$ cat src/rtl/mbe_pkg.sv
// shared types, constants and helpers of the escape-time engine
package mbe_pkg;

    localparam int unsigned JOB_DEPTH = 2;
    localparam int unsigned JOB_PTR_W = (JOB_DEPTH > 1) ? $clog2(JOB_DEPTH) : 1;
    localparam int unsigned JOB_CNT_W = $clog2(JOB_DEPTH + 1);

    localparam int unsigned FRAC_BITS = 26;
    localparam int unsigned CFG_IDX_W = 3;

    localparam logic [CFG_IDX_W-1:0] CFG_ORIGIN_REAL    = 3'd0;
    localparam logic [CFG_IDX_W-1:0] CFG_ORIGIN_IMAG    = 3'd1;
    localparam logic [CFG_IDX_W-1:0] CFG_STEP_REAL      = 3'd2;
    localparam logic [CFG_IDX_W-1:0] CFG_STEP_IMAG      = 3'd3;
    localparam logic [CFG_IDX_W-1:0] CFG_ITERATION_LIMIT = 3'd4;
    localparam logic [CFG_IDX_W-1:0] CFG_ESCAPE_LIMIT   = 3'd5;

    localparam logic signed [31:0] RST_ORIGIN_REAL    = 32'shF800_0000; // -2.0
    localparam logic signed [31:0] RST_ORIGIN_IMAG    = 32'shFA00_0000; // -1.5
    localparam logic signed [31:0] RST_STEP_REAL      = 32'sd251658;
    localparam logic signed [31:0] RST_STEP_IMAG      = 32'sd251658;
    localparam logic [10:0]        RST_ITERATION_LIMIT = 11'd30;
    localparam logic [31:0]        RST_ESCAPE_LIMIT   = 32'h0800_0000; // 2.0

    typedef struct packed {
        logic signed [31:0] origin_real;
        logic signed [31:0] origin_imag;
        logic signed [31:0] step_real;
        logic signed [31:0] step_imag;
        logic [10:0]        iteration_limit;
        logic [31:0]        escape_limit;
    } t_cfg;

    typedef struct packed {
        logic [9:0] column;
        logic [9:0] row;
    } t_pixel;

    typedef struct packed {
        logic [9:0]  out_column;
        logic [9:0]  out_row;
        logic [10:0] iteration_count;
        logic        in_set;
        logic [31:0] magnitude_squared;
    } t_result;

    typedef struct packed {
        logic [9:0]         column;
        logic [9:0]         row;
        logic signed [31:0] c_re;
        logic signed [31:0] c_im;
    } t_job;

    // clamp a wide signed sum to the signed 32-bit range
    function automatic logic signed [31:0] sat_s32(input logic signed [43:0] v);
        logic signed [31:0] res;
        if (v > 44'sh7FFF_FFFF)
            res = 32'sh7FFF_FFFF;
        else if (v < -44'sh8000_0000)
            res = 32'sh8000_0000;
        else
            res = v[31:0];
        return res;
    endfunction

endpackage

$ cat src/rtl/mbe_front.sv
// front end: takes pixel beats and forms the point c for each
module mbe_front (
    input  logic           i_clk,
    input  logic           i_rst_n,
    input  mbe_pkg::t_cfg  i_cfg,
    input  logic           push,
    input  mbe_pkg::t_pixel i_pixel,
    output logic           full,
    output logic           o_job_push,
    output mbe_pkg::t_job  o_job,
    input  logic           i_job_full
);
    import mbe_pkg::*;

    typedef enum logic [3:0] {
        S_IDLE = 4'b0001,
        S_MUL  = 4'b0010,
        S_ADD  = 4'b0100,
        S_PUSH = 4'b1000
    } t_front_state;

    t_front_state r_state, n_state;

    logic [9:0]         r_col, r_row;
    logic signed [42:0] r_p_re, r_p_im;
    logic signed [31:0] r_c_re, r_c_im;

    logic signed [42:0] w_p_re, w_p_im;
    logic signed [43:0] w_s_re, w_s_im;

    assign w_p_re = $signed({1'b0, r_col}) * i_cfg.step_real;
    assign w_p_im = $signed({1'b0, r_row}) * i_cfg.step_imag;
    assign w_s_re = 44'(i_cfg.origin_real) + 44'(r_p_re);
    assign w_s_im = 44'(i_cfg.origin_imag) + 44'(r_p_im);

    assign full       = (r_state != S_IDLE);
    assign o_job_push = (r_state == S_PUSH) && !i_job_full;
    assign o_job      = '{column: r_col, row: r_row, c_re: r_c_re, c_im: r_c_im};

    always_comb begin
        n_state = r_state;
        unique case (r_state)
            S_IDLE: if (push) n_state = S_MUL;
            S_MUL:  n_state = S_ADD;
            S_ADD:  n_state = S_PUSH;
            S_PUSH: if (!i_job_full) n_state = S_IDLE;
            default: n_state = S_IDLE;
        endcase
    end

    always_ff @(posedge i_clk) begin
        if (!i_rst_n) begin
            r_state <= S_IDLE;
        end else begin
            r_state <= n_state;
        end
    end

    always_ff @(posedge i_clk) begin
        unique case (r_state)
            S_IDLE: if (push) begin
                r_col <= i_pixel.column;
                r_row <= i_pixel.row;
            end
            S_MUL: begin
                r_p_re <= w_p_re;
                r_p_im <= w_p_im;
            end
            S_ADD: begin
                r_c_re <= sat_s32(w_s_re);
                r_c_im <= sat_s32(w_s_im);
            end
            default: ;
        endcase
    end

    a_push_from_slot: assert property (@(posedge i_clk) disable iff (!i_rst_n)
        o_job_push |-> $past(r_state == S_ADD) || $past(r_state == S_PUSH))
        else $error("job pushed without a finished c");

endmodule

$ cat config.mk
export PLATFORM = sky130hd
export DESIGN_NAME = mbe_front
export DESIGN_NICKNAME = d
export VERILOG_FILES = /design/src/rtl/mbe_pkg.sv /design/src/rtl/mbe_front.sv
export SDC_FILE = /design/constraint.sdc
export NUM_CORES = 2
export LEC_CHECK = 0
export BUFFER_PORTS_ARGS = -buffer_cell sky130_fd_sc_hd__buf_2
export CELL_PAD_IN_SITES_DETAIL_PLACEMENT = 1
export CELL_PAD_IN_SITES_GLOBAL_PLACEMENT = 1
export CORE_MARGIN = 2
export CORE_UTILIZATION = 40
export DETAILED_ROUTE_END_ITERATION = 10
export PLACE_DENSITY = 0.69
export REMOVE_ABC_BUFFERS = 1
export SETUP_SLACK_MARGIN = 0.15
export SLEW_MARGIN = 20
export SYNTH_ARGS = -nofsm -noshare
export SYNTH_HDL_FRONTEND = slang
export SYNTH_SLANG_ARGS = --single-unit
$ cat constraint.sdc
create_clock -name i_clk -period 12.4 [get_ports i_clk]
set_input_delay 3.1 -clock i_clk [delete_from_list [all_inputs] [get_ports i_clk]]
set_output_delay 3.1 -clock i_clk [all_outputs]
set_load 0.02 [all_outputs]
# --- After elaboration in Yosys (flattened, before gate mapping) ---
# Index checks and enable logic that the tools add are counted.
totals:
  ff_bits: 174
  output_inout_bits: 86
  input_bits: 195
  word_cells: 31
op_classes:
  reduce_logical: 4
  addsub: 2
  n_lt_le_gt_ge: 4
  eq_ne: 7
  n_mul: 2
  n_mux: 5
op_table:
  columns: ["cell", "count"]
  rows:
  - ["$add 32x43->44", 2]
  - ["$gt 44x32->1 const B", 2]
  - ["$lt 44x32->1 const B", 2]
  - ["$mul 11x32->43", 2]
  - ["$mux 32", 2]
  - ["$pmux 4 s4", 1]
  - ["$mux 4", 2]
  - ["$eq 4x1->1 const B", 1]
  - ["$eq 4x2->1 const B", 1]
  - ["$eq 4x3->1 const B", 1]
  - ["$eq 4x4->1 const B", 1]
  - ["$ne 2x2->1 const B", 2]
  - ["$ne 4x1->1 const B", 1]
  - ["$reduce_and 2->1", 2]
  - ["$logic_and 1x1->1", 1]
  - ["$logic_not 1->1", 1]

# --- Longest topological paths before layout ---
depth:
  word_depth: 3
  depth_mapped: 24
  ltp_nobuf: 23

# --- Worst setup path after synthesis ---
# OpenSTA, ideal clock, no wires.
synth_path:
  path_type: "reg2reg"
  startpoint: "register r_state[1]"
  endpoint: "register r_p_im[0] (enable)"
  slack_ps: 2302
  arrival_ps: 9323
  stages_incl_launch_ff: 2
  period_less_slack_ps: 10098
  path_buffers: 0
  setup_time_ps: 775
  required_ps: 11625
  path_cell_list: "dfxtp_1 -> nor4b_1"
synth_between:
  elab_chain_cells: 1
synth_rtl:
  columns: ["item", "line_no", "source"]
  rows:
  - ["from (decl)", "mbe_front.sv:22", "t_front_state r_state, n_state;"]
  - ["from (signal assigned)", "mbe_front.sv:55", "r_state <= n_state;"]
  - ["$eq 4x2->1", "mbe_front.sv:60", "unique case (r_state)"]
  - ["to (signal assigned)", "mbe_front.sv:67", "r_p_im <= w_p_im;"]
  - ["to (decl)", "mbe_front.sv:25", "logic signed [42:0] r_p_re, r_p_im;"]
# Every way passes these cells.
# A chain may end at the register's enable or synchronous reset.

# --- Worst setup path in the final report ---
layout_path:
  startpoint: "input port i_cfg[48] (netlist bit)"
  endpoint: "register r_p_im[42], data pin"
layout_between:
  elab_chain_cells: 1
layout_rtl:
  columns: ["item", "line_no", "source"]
  rows:
  - ["from (decl)", "mbe_front.sv:5", "input mbe_pkg::t_cfg i_cfg,"]
  - ["$mul 11x32->43", "mbe_front.sv:32", "assign w_p_im = $signed({1'b0, r_row}) * i_cfg.step_imag;"]
  - ["via w_p_im[42]", "mbe_front.sv:28", "logic signed [42:0] w_p_re, w_p_im;"]
# The timed path passes the listed nets, and every way through them passes these cells.

==> flow_metrics.tcl <==
set metrics [dict create \
    setup_slack_ns 3.25 \
    hold_viol_final 0 \
    synth_seq_area_share_pct 15.9 \
    reg2reg_slack_ns 5.29 \
    cts_tree "yes" \
    reg2reg_depth 22 \
    grt_pass1_vias 27100 \
    nFillCells 9497 \
    cts_buffer_depth 2 \
    worstMarginPinSlew_ns 1.04 \
    grt.total_usage_pct 21.7 \
    slowest_stage "a211oi_1" \
    slew_headroom_pct 29.1 \
    row_count 104 \
    cts_sinks 174 \
    cts-buffers-inserted 17 \
    startpoint "i_cfg[48]" \
    cts_root_buffer "clkbuf_16" \
    drc 2 \
    vdd_drop_max_mv 0.177 \
    clk_pin_slew_ns 0.08 \
    worstReg2RegStart "r_col[2]" \
    tns_ns 0 \
    place.gp.congestion 0.833 \
    synthAdderAreaFrac_pct 44.0 \
    dr.pass1.iters 8 \
    synthCells 3548 \
    drt-initial-drc-count 1061 \
    r2r-end "r_p_re[38]" \
    holdWs_ns 0.597 \
    cpPeakStageDelay_ns 0.65 \
    p_per_area_nw_per_um2 266 \
    core_area_um2 80700 \
    die_area_um2 84000 \
    wl_per_cell_um 18.5 \
    outcome "finished with violations" \
    synth_edf_count 170 \
    pin_count 281 \
    synthFlopType "edfxtp_1" \
    end_kind "register" \
    rsz0062_at_grt "no" \
    chipWidth_um 290 \
    cts.repair.resized 0 \
    port_buffers 237 \
    ant_nets 0 \
    worst_ep_arrival_time_ns 9.40 \
    drive_above_1_share_pct 8.62 \
    syn_area_per_cell_um2 9.21 \
    cts_setup_buffers 0 \
    setup_viol 0 \
    critPathMostFrequentCell "fa_1" \
    hp-class "reg2reg" \
    violations "DRC" \
    cts-htree-levels 4 \
    die_h_um 290 \
    post-place-ws_ns 2.80 \
    ys_seq_elements 174 \
    initial_core_util_pct 40.5 \
    leakage_nw 17.2 \
    antenna_found_initial 7 \
    dp_hpwl_um 71500 \
    num_vias 24700 \
    synth-xor-area-share_pct 4.10 \
    yosys_warnings 0 \
    grt_max_degree 87 \
    synth_top_family_by_area "adder cells" \
    synth.distinct_cells 73 \
    period_minus_slack_ns 9.15 \
    globalRouteOverflowTotal 0 \
    crit_end "r_p_im[42]" \
    syn_to_final_growth_pct 8.38 \
    maxSlewViolCount 0 \
    fin_util_pct 43.9 \
    fin_skew_ns 0.0149 \
    yosys.area_share.simple_pct 15.1 \
    routed_wl_um 87900 \
    synth_compound_area_share_pct 11.3 \
    synthMuxAreaShare_pct 0.123 \
    final_net_count 4689 \
    clk_latency_ns 0.51 \
    cts_hold_buf 0 \
    period_share_pct 73.8 \
    crit_type "in2reg" \
    grt_pass1_wl_um 146000 \
    vias_per_cell 5.21 \
    async_flop_share_pct 0 \
    crit_path_start_kind "input port" \
    fmaxAchievable_mhz 109 \
    syn-cell-area_um2 32700 \
    path_cells "buf_2 -> and2_1 -> fa_1 -> inv_1 -> fa_1 -> inv_1 -> fa_1 -> fa_1 -> inv_1 -> fa_1 -> inv_1 -> ha_1 -> a21o_1 -> a221oi_1 -> o21ai_0 -> a211oi_1 -> o211ai_1 -> a41o_1 -> a311o_1 -> a221o_1 -> a21oi_1 -> xnor2_1" \
    drv_cap 0 \
    worst_ep_required_time_ns 12.66 \
    path_max_fanout 10 \
]
[layout by cell type, fill, tap and decap left out, types with 83 or more instances in the layout]
cell | synthesis | layout
a21o_1 | 126 | 126
a21oi_1 | 161 | 161
and2_1 | 289 | 289
buf_2 | 3 | 237
edfxtp_1 | 170 | 170
fa_1 | 548 | 548
ha_1 | 272 | 272
inv_1 | 655 | 655
nand2_1 | 450 | 450
nor2_1 | 100 | 100
o21ai_0 | 83 | 83
xnor2_1 | 98 | 98
[flip-flops by register name, indices dropped and copies added (netlist names)]
signal,flops
r_c_im,32
r_row,10
r_c_re,32
r_col,10
r_p_re,43
r_p_im,43
r_state,4
[power breakdown]
group          total (mW)  switching (mW)  internal (mW)
Clock               0.577           0.302          0.275
Combinational        7.71            4.43           3.28
Sequential           1.12          0.0199           1.10
Total                9.41            4.75           4.66
[synth_stat cells, drive strengths merged (5+ instances only)]
cell     instances  area (um2)
xnor2           98         858
o21a            17         128
nand2b          18         113
and3            19         119
or2              8        50.1
nor3            24         120
o21bai          28         210
ha             272        3400
nor4            10        68.8
nor2           100         375
nor4b            6        52.6
xor2            55         482
buf             15        97.6
nor2b           18         113
edfxtp         170        5100
fa             548       11000
o21ai          115         576
a311oi           5        50.0
nand2          450        1690
nand4           25         156
o211ai          17         128
clkbuf         143         537
a211oi          23         173
o31ai            5        37.5
and2           289        1810
a31oi           17         113
a21o           126         946
or3              8        50.1
nand3           26         130
a21oi          161         806
a221o            5        50.1
inv            655        2460
a2111oi          6        52.6
[worst max-delay path: cells and delay by family]
| family | cells | cell delay [ns] |
|---|---|---|
| AOI/OAI and AO/OA | 9 | 2.81 |
| xor gates and xnor gates | 1 | 0.08 |
| buffers and inverters | 5 | 0.37 |
| adders and majority gates | 6 | 2.85 |
| and+or+nand+nor | 1 | 0.20 |
[kinds of logic after synthesis]
family	Yosys count
compound gates	571
xor+xnor	153
fa+ha+maj	820
buf+inv	813
flops	174
mux	4
simple gates	1013
[worst min-delay path by stage]
stage	from	endpoint	slack, ns	depth (start not counted)
floorplan	r_state[0]	r_state[0]	0.53	2
global placement	r_state[0]	r_state[0]	0.59	2
detailed placement	r_state[0]	r_state[0]	0.59	2
CTS	r_state[0]	r_state[0]	0.60	2
global route	r_state[0]	r_state[0]	0.65	2
finish	r_state[0]	r_state[0]	0.60	2
[area by class of cell]
cell class / instances / area [um2] / area share, %
clock buffers: 17 / 425 / 1.20
clock inverters: 15 / 174 / 0.491
inverters: 655 / 2460 / 6.94
repair buffers: 265 / 1400 / 3.95
multi-input cells: 2561 / 24400 / 69.0
well taps: 1060 / 1330 / 3.75
flip-flops and latches: 174 / 5180 / 14.6
diodes: 2 / 5.00 / 0.0141
[routing by layer]
metal	vias to the layer above	routed length, um	global-route usage (%)
met1	12700	40400	29.5
met3	87	3200	3.04
met2	394	42100	36.5
li1	11500	-	-
met4	4	2120	6.02
met5	-	26	0
[per-stage QoR]
stage	std cells	total power, mW	cell area (um2)
final	4749	9.41	35400
after floorplan	3390	7.07	32000
after detailed placement	4715	8.91	34800
after global placement	4715	8.73	34800
after global routing	4748	10.6	35400
after CTS	4747	9.54	35400
Power figures use the tool's default switching activity.
