### src/rtl/mbe_pkg.sv
// shared types, constants and helpers of the escape-time engine
package mbe_pkg;

    localparam int unsigned JOB_DEPTH = 2;
    localparam int unsigned JOB_PTR_W = (JOB_DEPTH > 1) ? $clog2(JOB_DEPTH) : 1;
    localparam int unsigned JOB_CNT_W = $clog2(JOB_DEPTH + 1);

    localparam int unsigned FRAC_BITS = 26;
    localparam int unsigned CFG_IDX_W = 3;

    localparam logic [CFG_IDX_W-1:0] CFG_ORIGIN_REAL    = 3'd0;
    localparam logic [CFG_IDX_W-1:0] CFG_ORIGIN_IMAG    = 3'd1;
    localparam logic [CFG_IDX_W-1:0] CFG_STEP_REAL      = 3'd2;
    localparam logic [CFG_IDX_W-1:0] CFG_STEP_IMAG      = 3'd3;
    localparam logic [CFG_IDX_W-1:0] CFG_ITERATION_LIMIT = 3'd4;
    localparam logic [CFG_IDX_W-1:0] CFG_ESCAPE_LIMIT   = 3'd5;

    localparam logic signed [31:0] RST_ORIGIN_REAL    = 32'shF800_0000; // -2.0
    localparam logic signed [31:0] RST_ORIGIN_IMAG    = 32'shFA00_0000; // -1.5
    localparam logic signed [31:0] RST_STEP_REAL      = 32'sd251658;
    localparam logic signed [31:0] RST_STEP_IMAG      = 32'sd251658;
    localparam logic [10:0]        RST_ITERATION_LIMIT = 11'd30;
    localparam logic [31:0]        RST_ESCAPE_LIMIT   = 32'h0800_0000; // 2.0

    typedef struct packed {
        logic signed [31:0] origin_real;
        logic signed [31:0] origin_imag;
        logic signed [31:0] step_real;
        logic signed [31:0] step_imag;
        logic [10:0]        iteration_limit;
        logic [31:0]        escape_limit;
    } t_cfg;

    typedef struct packed {
        logic [9:0] column;
        logic [9:0] row;
    } t_pixel;

    typedef struct packed {
        logic [9:0]  out_column;
        logic [9:0]  out_row;
        logic [10:0] iteration_count;
        logic        in_set;
        logic [31:0] magnitude_squared;
    } t_result;

    typedef struct packed {
        logic [9:0]         column;
        logic [9:0]         row;
        logic signed [31:0] c_re;
        logic signed [31:0] c_im;
    } t_job;

    // clamp a wide signed sum to the signed 32-bit range
    function automatic logic signed [31:0] sat_s32(input logic signed [43:0] v);
        logic signed [31:0] res;
        if (v > 44'sh7FFF_FFFF)
            res = 32'sh7FFF_FFFF;
        else if (v < -44'sh8000_0000)
            res = 32'sh8000_0000;
        else
            res = v[31:0];
        return res;
    endfunction

endpackage

### src/rtl/mbe_iter.sv
// iteration engine: z = z*z + c on one shared multiplier, plus result register
module mbe_iter (
    input  logic            i_clk,
    input  logic            i_rst_n,
    input  mbe_pkg::t_cfg   i_cfg,
    input  mbe_pkg::t_job   i_job,
    input  logic            i_job_empty,
    output logic            o_job_pop,
    output mbe_pkg::t_result o_result,
    output logic            empty,
    input  logic            pop
);
    import mbe_pkg::*;

    typedef enum logic [6:0] {
        S_IDLE   = 7'b0000001,
        S_UPDATE = 7'b0000010,
        S_MUL_RR = 7'b0000100,
        S_MUL_II = 7'b0001000,
        S_MUL_RI = 7'b0010000,
        S_CHECK  = 7'b0100000,
        S_DONE   = 7'b1000000
    } t_iter_state;

    t_iter_state r_state, n_state;

    logic [9:0]         r_col, r_row;
    logic signed [31:0] r_c_re, r_c_im;
    logic signed [31:0] r_zr, r_zi;
    logic signed [63:0] r_prod;
    logic signed [37:0] r_sr, r_si;
    logic signed [38:0] r_x;
    logic [31:0]        r_mag;
    logic [10:0]        r_count;
    logic               r_out_valid;
    t_result            r_out;

    logic signed [31:0] w_mul_a, w_mul_b;
    logic signed [63:0] w_prod;
    logic signed [37:0] w_sq;
    logic signed [38:0] w_cross;
    logic signed [43:0] w_re_sum, w_im_sum;
    logic [38:0]        w_mag_sum;
    logic [31:0]        w_mag;
    logic               w_escape;
    logic [10:0]        w_count_inc;
    logic               w_take;
    logic               w_out_load;

    always_comb begin
        unique case (r_state)
            S_MUL_RR: begin w_mul_a = r_zr; w_mul_b = r_zr; end
            S_MUL_II: begin w_mul_a = r_zi; w_mul_b = r_zi; end
            S_MUL_RI: begin w_mul_a = r_zr; w_mul_b = r_zi; end
            default:  begin w_mul_a = '0;   w_mul_b = '0;   end
        endcase
    end

    assign w_prod    = 64'(w_mul_a) * 64'(w_mul_b);
    assign w_sq      = r_prod[63:FRAC_BITS];
    assign w_cross   = r_prod[63:FRAC_BITS-1];
    assign w_re_sum  = 44'(r_sr) - 44'(r_si) + 44'(r_c_re);
    assign w_im_sum  = 44'(r_x) + 44'(r_c_im);
    assign w_mag_sum = 39'(r_sr) + 39'(r_si);
    assign w_mag     = (|w_mag_sum[38:32]) ? 32'hFFFF_FFFF : w_mag_sum[31:0];
    assign w_escape  = (w_mag >= i_cfg.escape_limit);
    assign w_count_inc = r_count + 11'd1;

    assign w_take     = (r_state == S_IDLE) && !i_job_empty;
    assign o_job_pop  = w_take;
    assign w_out_load = (r_state == S_DONE) && (!r_out_valid || pop);
    assign empty      = !r_out_valid;
    assign o_result   = r_out;

    always_comb begin
        n_state = r_state;
        unique case (r_state)
            S_IDLE: if (w_take) begin
                n_state = (i_cfg.iteration_limit == '0) ? S_DONE : S_UPDATE;
            end
            S_UPDATE: n_state = S_MUL_RR;
            S_MUL_RR: n_state = S_MUL_II;
            S_MUL_II: n_state = S_MUL_RI;
            S_MUL_RI: n_state = S_CHECK;
            S_CHECK: begin
                if (w_escape || (w_count_inc == i_cfg.iteration_limit))
                    n_state = S_DONE;
                else
                    n_state = S_UPDATE;
            end
            S_DONE: if (w_out_load) n_state = S_IDLE;
            default: n_state = S_IDLE;
        endcase
    end

    always_ff @(posedge i_clk) begin
        if (!i_rst_n) begin
            r_state     <= S_IDLE;
            r_out_valid <= 1'b0;
        end else begin
            r_state <= n_state;
            if (w_out_load)
                r_out_valid <= 1'b1;
            else if (pop)
                r_out_valid <= 1'b0;
        end
    end

    always_ff @(posedge i_clk) begin
        unique case (r_state)
            S_IDLE: if (w_take) begin
                r_col   <= i_job.column;
                r_row   <= i_job.row;
                r_c_re  <= i_job.c_re;
                r_c_im  <= i_job.c_im;
                r_sr    <= '0;
                r_si    <= '0;
                r_x     <= '0;
                r_mag   <= '0;
                r_count <= '0;
            end
            S_UPDATE: begin
                r_zr <= sat_s32(w_re_sum);
                r_zi <= sat_s32(w_im_sum);
            end
            S_MUL_RR: r_prod <= w_prod;
            S_MUL_II: begin
                r_sr   <= w_sq;
                r_prod <= w_prod;
            end
            S_MUL_RI: begin
                r_si   <= w_sq;
                r_prod <= w_prod;
            end
            S_CHECK: begin
                r_x   <= w_cross;
                r_mag <= w_mag;
                if (!w_escape) r_count <= w_count_inc;
            end
            S_DONE: if (w_out_load) begin
                r_out <= '{out_column:        r_col,
                           out_row:           r_row,
                           iteration_count:   r_count,
                           in_set:            (r_count == i_cfg.iteration_limit),
                           magnitude_squared: r_mag};
            end
            default: ;
        endcase
    end

    a_load_from_done: assert property (@(posedge i_clk) disable iff (!i_rst_n)
        $rose(r_out_valid) |-> $past(r_state == S_DONE))
        else $error("result shown without a finished pixel");

    a_check_exits: assert property (@(posedge i_clk) disable iff (!i_rst_n)
        (r_state == S_CHECK) |=> (r_state == S_UPDATE || r_state == S_DONE))
        else $error("bad exit from escape check");

    a_count_hold: assert property (@(posedge i_clk) disable iff (!i_rst_n)
        (r_state != S_CHECK && r_state != S_IDLE) |=> $stable(r_count))
        else $error("iteration count moved outside the check step");

endmodule

### config.mk
export PLATFORM = sky130hd
export DESIGN_NAME = mbe_iter
export DESIGN_NICKNAME = d
export VERILOG_FILES = /design/src/rtl/mbe_pkg.sv /design/src/rtl/mbe_iter.sv
export SDC_FILE = /design/constraint.sdc
export NUM_CORES = 2
export LEC_CHECK = 0
export ABC_AREA = 1
export BUFFER_PORTS_ARGS = -buffer_cell sky130_fd_sc_hd__buf_2
export CAP_MARGIN = 40
export CORE_AREA = 2 2 400 402
export CTS_CLUSTER_DIAMETER = 200
export DETAILED_ROUTE_END_ITERATION = 8
export DIE_AREA = 0 0 402 404
export PLACE_DENSITY = 0.59
export SLEW_MARGIN = 30
export SYNTH_ARGS = -nofsm -noshare
export SYNTH_HDL_FRONTEND = slang
export SYNTH_SLANG_ARGS = --single-unit
### constraint.sdc
create_clock -name i_clk -period 9.1 [get_ports i_clk]
set_input_delay 0.91 -clock i_clk [delete_from_list [all_inputs] [get_ports i_clk]]
set_output_delay 0.91 -clock i_clk [all_outputs]
set_load 0.01 [all_outputs]
# == Yosys cells after proc, flatten, opt, wreduce, memory -nomap -nowiden ==
# Index checks and enable logic that the tools add are counted.
# word_totals
regBits,442
input_bits,259
out_inout_bits,66
word_cells,86
# classes
addsub,5
n_mul,1
magnitude_cmp,5
n_eq_ne,12
mux,22
n_reduce_logical,22
# ops
op,count
case mux 32 bit (2 select lines),3
case mux 38 bit (2 select lines),2
2-to-1 mux 32 bit,4
adder 39 x 32 -> 40 bit,2
"greater-than comparator 40 x 32 -> 1 bit, second input constant",2
"< comparator 40 x 32 -> 1 bit, second input constant",2
case mux 39 bit (2 select lines),1
multiplier 32 x 32 -> 64 bit,1
case mux 7 bit (7 select lines),1
adder 38 x 38 -> 39 bit,1
2-to-1 mux 39 bit,1
subtractor 38 x 38 -> 39 bit,1
2-to-1 mux 38 bit,1
greater-or-equal comparator 32 bit,1
2-to-1 mux 7 bit,4
== test 11 bit,2
2-to-1 mux 11 bit,2
case mux 11 bit (2 select lines),1
AND reduction 2 bit,6
"adder 11 x 1 -> 11 bit, second input constant",1
zero test 11 bit,1
nonzero test 2 bit,4
"== test 7 x 1 -> 1 bit, second input constant",1
"== test 7 x 2 -> 1 bit, second input constant",1
other kinds (14),21

# == Logic depth before layout (Yosys ltp) ==
# logic_depth
depth_word,7
depth_mapped,42
mapped_depth_nobuf,39

# == Worst setup path after synthesis ==
# No wires, ideal clock.
# synth_timing
path_kind,register to register
startpoint,register r_state[6]
endpoint,register r_prod[61] (data pin)
setup_time_ns,0.252
arrival_ns,8.027
required_time_ns,8.848
slack_ns,0.821
stages_incl_launch_ff,37
n_path_buf,3
period_less_slack_ns,8.279
path_cell_list,dfxtp_1 > inv_1 > nand2_1 > nor2_2 > nand2_2 > nand2_1 > inv_1 > clkbuf_1 > buf_2 > o22ai_1 > buf_2 > nand2_1 > inv_1 > fa_1 > inv_1 > fa_1 > inv_1 > fa_1 > fa_1 > inv_1 > fa_1 > inv_1 > fa_1 > fa_1 > inv_1 > fa_1 > inv_1 > ha_1 > a21oi_1 > o21a_1 > inv_1 > nand2_1 > a21oi_1 > a2111oi_0 > nand2_1 > nand2_1 > nand2_1
# synth_between
elab_chain_cells,4
elab_cells_between_ends,8
cone_classes,mul (1); eq/ne (3); mux (2); reduce/logical (2)
# synth_rtl
element,line_no,rtl
from (decl),mbe_iter.sv:25,"t_iter_state r_state, n_state;"
from (signal assigned),mbe_iter.sv:101,r_state <= n_state;
== test 7 x 5 -> 1 bit (tied with other cells),mbe_iter.sv:51,unique case (r_state)
OR reduction 2 bit (no line),--,
case mux 32 bit (2 select lines),mbe_iter.sv:51,
multiplier 32 x 32 -> 64 bit (*),mbe_iter.sv:59,assign w_prod = 64'(w_mul_a) * 64'(w_mul_b);
named net w_prod[61],mbe_iter.sv:39,logic signed [63:0] w_prod;
to (signal assigned),mbe_iter.sv:126,S_MUL_RR: r_prod <= w_prod;
to (signal assigned),mbe_iter.sv:129,r_prod <= w_prod;
to (signal assigned),mbe_iter.sv:133,r_prod <= w_prod;
to (decl),mbe_iter.sv:30,logic signed [63:0] r_prod;
# Mark *: on every way through the listed nets, which the timed path passes. The rest lies on a longest branch.
# A chain may end at the register's enable or synchronous reset.

# == Worst setup path after layout ==
# layout_timing
startpoint,register r_state[0]
endpoint,register r_prod[57] (data pin)
# Same word-level chain as after synthesis.

==> results.cfg <==
[detailed_routing]
drt_drc_violations_left = 0
drtAntennaViolNets = 0
wl_um = 189500
via_count = 48800
post_drt_wl_per_cell_um = 19.41
route.detailed.vias_per_inst = 4.999
drt_first_pass_iters = 5
first_iter_violations = 3610

[placed_design]
dpl_cells = 9667
port-buffer-count = 196
place_area_um2 = 67480
hpwlAfterDp_um = 157000
detailedPlace.worstSlack_ps = 133.9
globalplace.congestion = 0.9601

[synthesis]
synthesis.instances = 7492
synth_sequential_area_ratio_pct = 19.80
ys_seq_elements = 417
synthesis.nets = 9202
synth_area_per_cell_um2 = 8.388
post_synth_instance_area_um2 = 62840
synth.yosys.warnings = 0
number_of_different_library_cells_in_the_post_synthesis_netlist = 54
synth_top_cell_by_area = sky130_fd_sc_hd__fa_1
dominant_cells_by_area_after_synthesis = sky130_fd_sc_hd__fa_1 (36%), sky130_fd_sc_hd__edfxtp_1 (20%), sky130_fd_sc_hd__inv_1 (13%), sky130_fd_sc_hd__nand2_1 (11%), sky130_fd_sc_hd__ha_1 (6.6%)
yosysTopAreaCellShare_pct = 35.71

[power]
pwr_density_cell_nw_per_um2 = 106.7
worst_ir_drop_vdd_mv = 0.1370
leakagePower_uw = 0.03728

[clocking]
h_tree_levels = 2
cts_inserted_buffers = 44
clk_latency_ps = 620
hold_buf_count_cts = 0
max-clock-path-buffers = 3
clkSinkCount = 417
tritoncts = built
clk_root_buffer_cell = sky130_fd_sc_hd__clkbuf_16
clk_pin_slew_worst_paths_ps = 70

[die]
core_region_area_um2 = 157800
num_io_pins = 325
chipWidth_um = 402
standard_cell_rows = 146
design.die.area_um2 = 162400
dieHeight_um = 404
initial_core_util_pct = 39.81

[grt]
grtUsageMet2_pct = 39.44
grt-busiest-layer = met2
vias_in_the_first_global_route = 51800
grtUsageMet1_pct = 33.19
grt_antenna_before_repair = 4
grt_pass1_wl_um = 298200
grt_start_max_net_pins = 73
grt_util_all_layers_pct = 23.68
grt_util_met3_pct = 2.035
overflow = 0

[timing]
min_period_ps = 8842
setup_viol_count_final = 0
finClkSkew_ps = 41.17
maxClockFrequency_mhz = 113.1
final_min_period_over_clock_period_pct = 97.17
finalHoldViolCount = 0
final_max_slew_viol_count = 0
slew_headroom_pct = 45.81
finalWorstSetupSlack_ps = 257.9
worst_slew_pin_slew_ps = 812.8
setup-tns-final_ps = 0

[worst_setup_path]
path_max_fanout = 12
critical_path.endpoint_type = flip-flop
timing.setup.critical_path_class = reg -> reg
critical_path_required_ps = 9430
crit_slowest_cell = sky130_fd_sc_hd__fa_1
cp-start-kind = flip-flop
regToRegStartpoint = r_state[0]$_SDFFE_PN1P_
crit_path_start = r_state[0]$_SDFFE_PN1P_
cp_data_arrival_time_ps = 9170
crit_path_frequent_cell = sky130_fd_sc_hd__fa_1
timing.critical_path.slowest_cell_delay_ps = 560

[job]
drv.max_cap_violation_count = 0

[cells_and_area]
stdcell_count = 9763
layout.cell_area.non_filler_um2 = 69250
drive_gt1_share_pct = 7.515
finish.utilization_pct = 43.88
n_antenna_cell = 0
layout.filler_cells = 15690
flow.area_growth_from_synthesis_pct = 10.20
most-common-layout-cells = sky130_fd_sc_hd__inv_1 (2095), sky130_fd_sc_hd__nand2_1 (1780), sky130_fd_sc_hd__fa_1 (1117), sky130_fd_sc_hd__nor2_1 (457), sky130_fd_sc_hd__edfxtp_1 (409)
layout.cells.most_common = sky130_fd_sc_hd__inv_1
nNetsFinal = 9366

[worst_hold_path]
hold_path_startpoint = r_mag[14]$_SDFFCE_PN0P_
hold_path.class = reg -> reg

[outcome]
outcome = complete, no violations
-- final cells by class --
cell class | instances | area [um^2] | share of cell area, %
Clock buffer | 49 | 1162 | 1.678
Clock inverter | 32 | 360.3 | 0.5204
Multi-Input combinational cell | 4737 | 41960 | 60.58
Timing Repair Buffer | 355 | 2846 | 4.110
Sequential cell | 417 | 12440 | 17.97
Tap cell | 2072 | 2592 | 3.744
Inverter | 2100 | 7886 | 11.39
Timing Repair inverter | 1 | 5.005 | 0.007227
-- through the flow --
step / hold slack [ps] / power, uW
detailed placement: 404.5 / 5471
finish: 417.8 / 7390
global route: 423.9 / 7825
floorplan: 400.3 / 4527
CTS: 415.3 / 7419
global placement: 400.7 / 5451
-- state kept, by name (all words and copies together) (netlist names) --
name and cells:
r_si 38, r_row 10, r_col 10, r_x 39
r_prod 39, r_zi 32, r_sr 38, r_c_im 32
r_out_valid 1, r_count 11, r_mag 32, r_c_re 32
r_state 7, o_result 64, r_zr 32
-- power breakdown --
part / leakage, uW / switching, uW / internal [uW]
combinational: 0.0326 / 2050 / 895
sequential: 0.00392 / 96.6 / 2420
clock: 0.000733 / 824 / 1100
-- path summary, 6_finish.rpt --
path                            slack [ps]  cells past startpoint                      to
worst max-delay path                   260                     33    r_prod[57]$_DFFE_PP_
worst min-delay path                   420                      0  o_result[14]$_DFFE_PP_
worst max register to register         260                     33    r_prod[57]$_DFFE_PP_
worst min register to register         420                      0  o_result[14]$_DFFE_PP_
-- what timing repair did --
item / in CTS / in global routing
resized for setup: 0 / 21
endpoints found under the setup margin: 0 / 22
buffers inserted: 0 / 9
-- metal layers --
metal | vias up | routed length (um)
li1 | 22380 | -
met1 | 24780 | 84330
met2 | 1401 | 89600
met3 | 240 | 10010
met4 | 0 | 5534
met5 | - | 0
-- logic make-up (layout without fill, tap and decap cells) --
kind of cell / count (synthesis) / count (layout) / share of synthesized area (%)
AO/OA/AOI/OAI: 606 / 606 / 5.380
XOR/XNOR: 153 / 153 / 2.144
adder cells (fa/ha/maj): 1451 / 1451 / 42.28
buffers and inverters: 2338 / 2537 / 14.19
flip-flops: 417 / 417 / 19.80
AND/OR/NAND/NOR: 2527 / 2527 / 16.20
-- synthesized netlist by cell type (all sizes together) --
cell     number
inv        2099
nand2      1794
fa         1121
nor2        470
edfxtp      409
ha          330
a21oi       280
clkbuf      173
o21ai       154
nand3       141
xor2         93
buf          65
o22ai        60
xnor2        60
nand4        37
nor3         34
o21bai       28
nor4         25
a31oi        24
a21o         15
o21a         14
a21boi        9
and3          9
or2           9
dfxtp         8
a211oi        6
o31ai         6
and2          4
nand3b        3
o211a         2
o211ai        2
a2111oi       1
a221oi        1
a31o          1
clkinv        1
o2111ai       1
o221a         1
o221ai        1
or4           1
-- critical path, delay by kind of cell (launching register included) --
kind            cells  cell delay [ps]
compound gates      6             1360
flops               1              330
simple gates       10             1360
buf+inv             8             1290
fa+ha+maj           9             4210
No activity file was read; power rests on OpenSTA's default activity.
